`src/hw/rtl/glzw_pkg.sv`:
```
// ============================================================================
// GIF LZW decoder package
// Shared constants and types for the GIF LZW decoder modules.
// ============================================================================
`default_nettype none

package glzw_pkg;

    // Width of a string length and of the per-request output byte count.
    localparam int LW        = 13;
    // Decoded bytes one request may produce, and the address width into them.
    localparam int OUT_CAP   = 4096;
    localparam int OB_AW     = 12;
    // Bytes carried by one result, with its index width and count width.
    localparam int RES_BYTES = 64;
    localparam int RES_AW    = 6;
    localparam int CNT_W     = 7;

    // Result status codes.
    localparam logic [1:0] ST_DATA = 2'd0;
    localparam logic [1:0] ST_END  = 2'd1;
    localparam logic [1:0] ST_ERR  = 2'd2;

    // One byte write into the output byte buffer.
    typedef struct packed {
        logic             en;
        logic [OB_AW-1:0] addr;
        logic [7:0]       data;
    } obuf_wr_t;

    // Command that hands the buffered bytes of one request to the emitter.
    typedef struct packed {
        logic          start;
        logic          err;
        logic [1:0]    status;
        logic [LW-1:0] total;
    } emit_cmd_t;

endpackage : glzw_pkg

`default_nettype wire

```
`src/hw/rtl/glzw_unpack.sv`:
```
// ============================================================================
// GIF LZW bit unpacker
// Collects compressed bytes and peels variable-width codes, LSB first.
// ============================================================================
`default_nettype none

module glzw_unpack
    import glzw_pkg::*;
#(
    parameter int CODE_BITS = 12
)
(
    input  wire logic                             clk,
    input  wire logic                             rst_n,
    input  wire logic                             clear,
    input  wire logic                             load,
    input  wire logic [7:0]                       load_byte,
    input  wire logic                             consume,
    input  wire logic [3:0]                       width,
    output logic      [CODE_BITS-1:0]             code,
    output logic      [$clog2(CODE_BITS+9)-1:0]   count
);

    localparam int SW  = CODE_BITS + 8;
    localparam int BCW = $clog2(CODE_BITS + 9);

    logic [SW-1:0]  store_reg;
    logic [SW-1:0]  store_next;
    logic [BCW-1:0] count_reg;
    logic [BCW-1:0] count_next;

    always_comb
    begin
        store_next = store_reg;
        count_next = count_reg;
        if (clear)
        begin
            store_next = '0;
            count_next = '0;
        end
        else if (load)
        begin
            store_next = store_reg | (SW'(load_byte) << count_reg);
            count_next = count_reg + BCW'(8);
        end
        else if (consume)
        begin
            store_next = store_reg >> width;
            count_next = count_reg - BCW'(width);
        end
    end

    always_ff @(posedge clk or negedge rst_n)
    begin
        if (!rst_n)
        begin
            store_reg <= '0;
            count_reg <= '0;
        end
        else
        begin
            store_reg <= store_next;
            count_reg <= count_next;
        end
    end

    assign code  = store_reg[CODE_BITS-1:0] & ~({CODE_BITS{1'b1}} << width);
    assign count = count_reg;

endmodule : glzw_unpack

`default_nettype wire

```
`config.mk`:
```
export PLATFORM = sky130hd
export DESIGN_NAME = glzw_unpack
export DESIGN_NICKNAME = d
export VERILOG_FILES = /design/src/hw/rtl/glzw_pkg.sv /design/src/hw/rtl/glzw_unpack.sv
export SDC_FILE = /design/constraint.sdc
export NUM_CORES = 1
export LEC_CHECK = 0
export ABC_AREA = 1
export ABC_CLOCK_PERIOD_IN_PS = 4550
export BUFFER_PORTS_ARGS = -buffer_cell sky130_fd_sc_hd__buf_2
export CORE_MARGIN = 5
export CORE_UTILIZATION = 30
export DETAILED_ROUTE_END_ITERATION = 10
export GPL_ROUTABILITY_DRIVEN = 0
export PLACE_DENSITY = 0.47
export SLEW_MARGIN = 20
export SYNTH_ARGS = -nofsm -noshare
export SYNTH_HDL_FRONTEND = slang
export SYNTH_SLANG_ARGS = --single-unit
```
`constraint.sdc`:
```
create_clock -name clk -period 4.55 [get_ports clk]
set_clock_uncertainty 0.2 [all_clocks]
set_input_delay 0.2275 -clock clk [delete_from_list [all_inputs] [get_ports clk]]
set_output_delay 0.2275 -clock clk [all_outputs]
set_load 0.01 [all_outputs]
```
# Word-level counts from Yosys, hierarchy flattened
# Cells that the tools add are included.
dict set report totals {
  output_inout_bits 17
  register_bits 25
  inputBits 17
}
dict set report op_classes {
  shift 3
  n_bitwise 3
  muxes 6
  addsub 2
  n_reduce_logical 1
}
# op count
set ops {}
lappend ops {{$mux W20} 3}
lappend ops {{$or A20 B20 Y20} 1}
lappend ops {{$shl A8 B5 Y20} 1}
lappend ops {{$shr A20 B4 Y20} 1}
lappend ops {{$mux W5} 3}
lappend ops {{$and A12 B12 Y12} 1}
lappend ops {{$not A12 Y12} 1}
lappend ops {{$shl A12 B4 Y12 const A} 1}
lappend ops {{$add A5 B4 Y5 const B} 1}
lappend ops {{$sub A5 B4 Y5} 1}
lappend ops {{$reduce_bool A3 Y1} 1}

# Depth between registers and ports, before layout
dict set report logic_depth {
  word_depth 4
  depth_mapped 12
  depth_no_buf 11
}

# Least setup slack after synthesis
# OpenSTA, ideal clock, no wires.
dict set report synth_timing {
  path_type {flip-flop to flip-flop}
  startpoint {register count_reg[0], in the netlist count[0]}
  endpoint {register count_reg[4], in the netlist count[4]}
  path_buffers 1
  setup_time_ns 0.133
  period_less_slack_ns 2.034
  path_slack_ns 2.516
  stages_incl_launch_ff 11
  arrival_ns 1.701
  required_time_ns 4.217
  cell_sequence {dfrtp_1 > inv_2 > buf_4 > ha_1 > fa_1 > inv_1 > nand3_1 > a21oi_1 > nor2_1 > o21bai_1 > a21oi_1}
}
dict set report synth_via {
  elab_chain_cells 4
  elab_cells_between_ends 5
}
# item line_no
set synth_lines {}
lappend synth_lines {{from (decl)} glzw_unpack.sv:29} ;# logic [BCW-1:0] count_reg;
lappend synth_lines {{from (signal assigned)} glzw_unpack.sv:63} ;# count_reg <= count_next;
lappend synth_lines {{$sub A5 B4 Y5} glzw_unpack.sv:49} ;# count_next = count_reg - BCW'(width);
lappend synth_lines {{$mux W5} glzw_unpack.sv:46} ;# else if (consume)
lappend synth_lines {{$mux W5 (*)} glzw_unpack.sv:41} ;# else if (load)
lappend synth_lines {{$mux W5 (*)} glzw_unpack.sv:36} ;# if (clear)
# Mark *: on every way between the ends. The rest lies on a longest branch, timed or not. The select of a mux whose other input is x is not followed.
# A chain may end at the register's enable or synchronous reset.

# Worst setup path in the final report
dict set report layout_timing {
  startpoint {register count_reg[1], in the netlist count[1]}
  endpoint {register count_reg[4], in the netlist count[4]}
}
# The elaborated chain is that of the path after synthesis.

==> flow_metrics.env <==
export IMPL_rsz0062_at_grt="false"
export IMPL_p_sw_share_pct=45.3
export IMPL_worstPathArrival_ns=2.28
export IMPL_worstReg2RegStart="count[1]"
export IMPL_finalSetupViolCount=0
export IMPL_drtPass1Iterations=6
export IMPL_viasPerCell=5.26
export IMPL_worstMarginPinSlew_ns=0.739
export IMPL_slew_headroom_pct=50.7
export IMPL_start_util_pct=30.2
export IMPL_clk_pin_slew_worst_paths_ns=0.10
export IMPL_design_area_um2=2990
export IMPL_maxCapViolCount=0
export IMPL_nFillCells=1099
export IMPL_drive_gt1_share_pct=9.38
export IMPL_crit_required_ns=4.51
export IMPL_insertion_delay_ns=0.28
export IMPL_ys_flop_type="dfrtp_1"
export IMPL_vias=3277
export IMPL_post_drt_wl_per_cell_um=15.8
export IMPL_instances_no_fill=623
export IMPL_yosysTopAreaCell="nand2_1"
export IMPL_synth_edf_count=0
export IMPL_syn_inst=495
export IMPL_largest_reg_flops=20
export IMPL_synth_top_area_share_pct=28.7
export IMPL_power_density_nw_per_um2=252
export IMPL_seq_area_frac_synth_pct=22.7
export IMPL_grt_use_total_pct=17.7
export IMPL_worstHoldStart="clear"
export IMPL_pwr_share_seq_pct=37.5
export IMPL_synth_net_count=517
export IMPL_fp_dieH_um=106
export IMPL_cts_max_level=1
export IMPL_r2r_slack_ns=2.24
export IMPL_fin_crit_ns=2.31
export IMPL_drt_antenna_violating_nets=0
export IMPL_period_share_pct=50.8
export IMPL_ys_ff_latch=25
export IMPL_routed_wl_um=9860
export IMPL_cp_slowest_cell="dfrtp_1"
export IMPL_diodes=0
export IMPL_drc=0
export IMPL_max_freq_mhz=432
export IMPL_seq_area_um2=626
export IMPL_antenna_found_initial=0
export IMPL_ioPinCount=34
export IMPL_grt_max_degree=26
export IMPL_area_growth_pct=8.83
export IMPL_startpoint_type="register"
export IMPL_numPortBuffers=33
export IMPL_power_frac_clock_pct=19.3
export IMPL_finalNetCount=535
export IMPL_setup_tns_ns=0
export IMPL_synth_top_cells_by_count="nand2_1 (210), nand3_1 (84), nor2_1 (35)"
export IMPL_core_region_area_um2=9110
export IMPL_cp_max_fo=15
export IMPL_async_flop_share_pct=100
export IMPL_synth_area_leaders="nand2_1 (29%), dfrtp_1 (23%), nand3_1 (15%)"
export IMPL_cts_sinks=25
export IMPL_dieWidth_um=106
export IMPL_cts_tree="yes"
export IMPL_globalRouteOverflowTotal=0
export IMPL_rows=35
export IMPL_cp_cell_sequence="inv_1 > fa_1 > inv_1 > nand3_1 > a21oi_1 > nor2_1 > o21bai_1 > a21oi_1"
export IMPL_pwr_share_comb_pct=43.3
export IMPL_leakage_nw=1.62
export IMPL_cts_made_buffers=3
export IMPL_critPathCaptureType="register"
export IMPL_cts_setup_buffers=0
export IMPL_dieArea_um2=11200
export IMPL_final_max_slew_viol_count=0
export IMPL_post_dp_cell_area_um2=2940
export IMPL_status="completed"
export IMPL_irDropWorstVdd_mv=0.0972
export IMPL_synth_area_um2=2750
export IMPL_root_buffer="clkbuf_8"
export IMPL_dp_slack_ns=2.25
export IMPL_dp_hpwl_um=7670
export IMPL_min_path_type="in -> reg"
export IMPL_fin_ws_ns=2.24
export IMPL_p_switching_w=0.000342
export IMPL_grt_pass1_wl_um=16000
export IMPL_multi_input_comb_area_um2=1870
export IMPL_yosys_cell_types_count=26
export IMPL_drtIter0Drc=282
export IMPL_hold_viol=0
export IMPL_p_int_w=0.000413
export IMPL_max_stage_delay_ns=0.66
export IMPL_ys_warn_count=0
export IMPL_avgSynthCellArea_um2=5.56
export IMPL_first_global_vias=3069
export IMPL_clockBufferDepth=2
export IMPL_synth_most_common_cell="nand2_1"
export IMPL_placed_cells=618
export IMPL_cp_startpoint="count[1]"
export IMPL_path_class="reg -> reg"
-- cells in the final DEF (no fill, tap or decap), drive strengths merged --
master	n
nand2	210
nand3	84
nor2	40
inv	38
buf	33
a21oi	28
dfrtp	25
o21ai	20
nand4	8
ha	4
clkbuf	4
o211ai	3
a31oi	3
nor3	2
a211oi	2
o22ai	2
o21a	2
o21bai	2
fa	1
dlygate4sd3	1
-- per-layer routing --
metal / up-vias / track usage (%) / share of wire (%)
met4: 0 / 5.18 / 2.0
met1: 1502 / 24.6 / 46
met5: - / 0 / 0
li1: 1649 / - / -
met2: 109 / 28.6 / 46
met3: 17 / 2.14 / 5.5
-- power by group through the flow --
stage	clock (W)	sequential, W	combinational (W)
4_1_cts	0.000152	0.000283	0.000327
3_3_place_gp	0	0.000287	0.000327
3_5_place_dp	0	0.000287	0.000326
2_1_floorplan	0	0.000274	0.000233
6_report	0.000146	0.000283	0.000327
5_1_grt	0.000159	0.000288	0.000368
-- timing repair --
item                       in CTS  in global routing
hold endpoints to repair       25                  0
setup endpoints to repair       0                  0
hold buffers                    1                  0
resized for setup               0                  0
-- through the flow --
stage / hold slack (ns) / total power, W / util [%]
after global routing: 0.0866 / 0.000815 / 32.9
after detailed placement: 0.0937 / 0.000613 / 32.3
after floorplan: -0.268 / 0.000508 / -
after CTS: 0.0749 / 0.000762 / 32.9
final: 0.0702 / 0.000755 / 32.9
after global placement: 0.0926 / 0.000615 / 32.3
-- cell type report --
class,count,area share [%]
multi-input combinational,411,62.3
timing repair buffer,34,5.85
sequential,25,20.9
tap,111,4.64
clock buffer,4,1.51
inverter,38,4.77
-- final timing paths --
path / end / depth (start not counted)
max in group asynchronous: store_reg[18] / 2
worst max register to register: count[4] / 8
worst min-delay path: count[4] / 3
worst min register to register: store_reg[0] / 2
min in group asynchronous: store_reg[3] / 2
worst max-delay path: count[4] / 8
-- worst max-delay path, delay by kind of cell, from the launching register on --
family	cells	cell delay (ns)
flip-flops	1	0.66
buffers and inverters	2	0.42
AND/OR/NAND/NOR	2	0.15
AO/OA/AOI/OAI	3	0.31
adder cells (fa/ha/maj)	1	0.46
-- cell families after synthesis --
logic type	share of synthesized area, %
and+or+nand+nor	53.0
buffers and inverters	9.42
DFF	22.7
AOI/OAI and AO/OA	12.3
adders and majority gates	2.55
No activity file was read; power rests on OpenSTA's default activity.
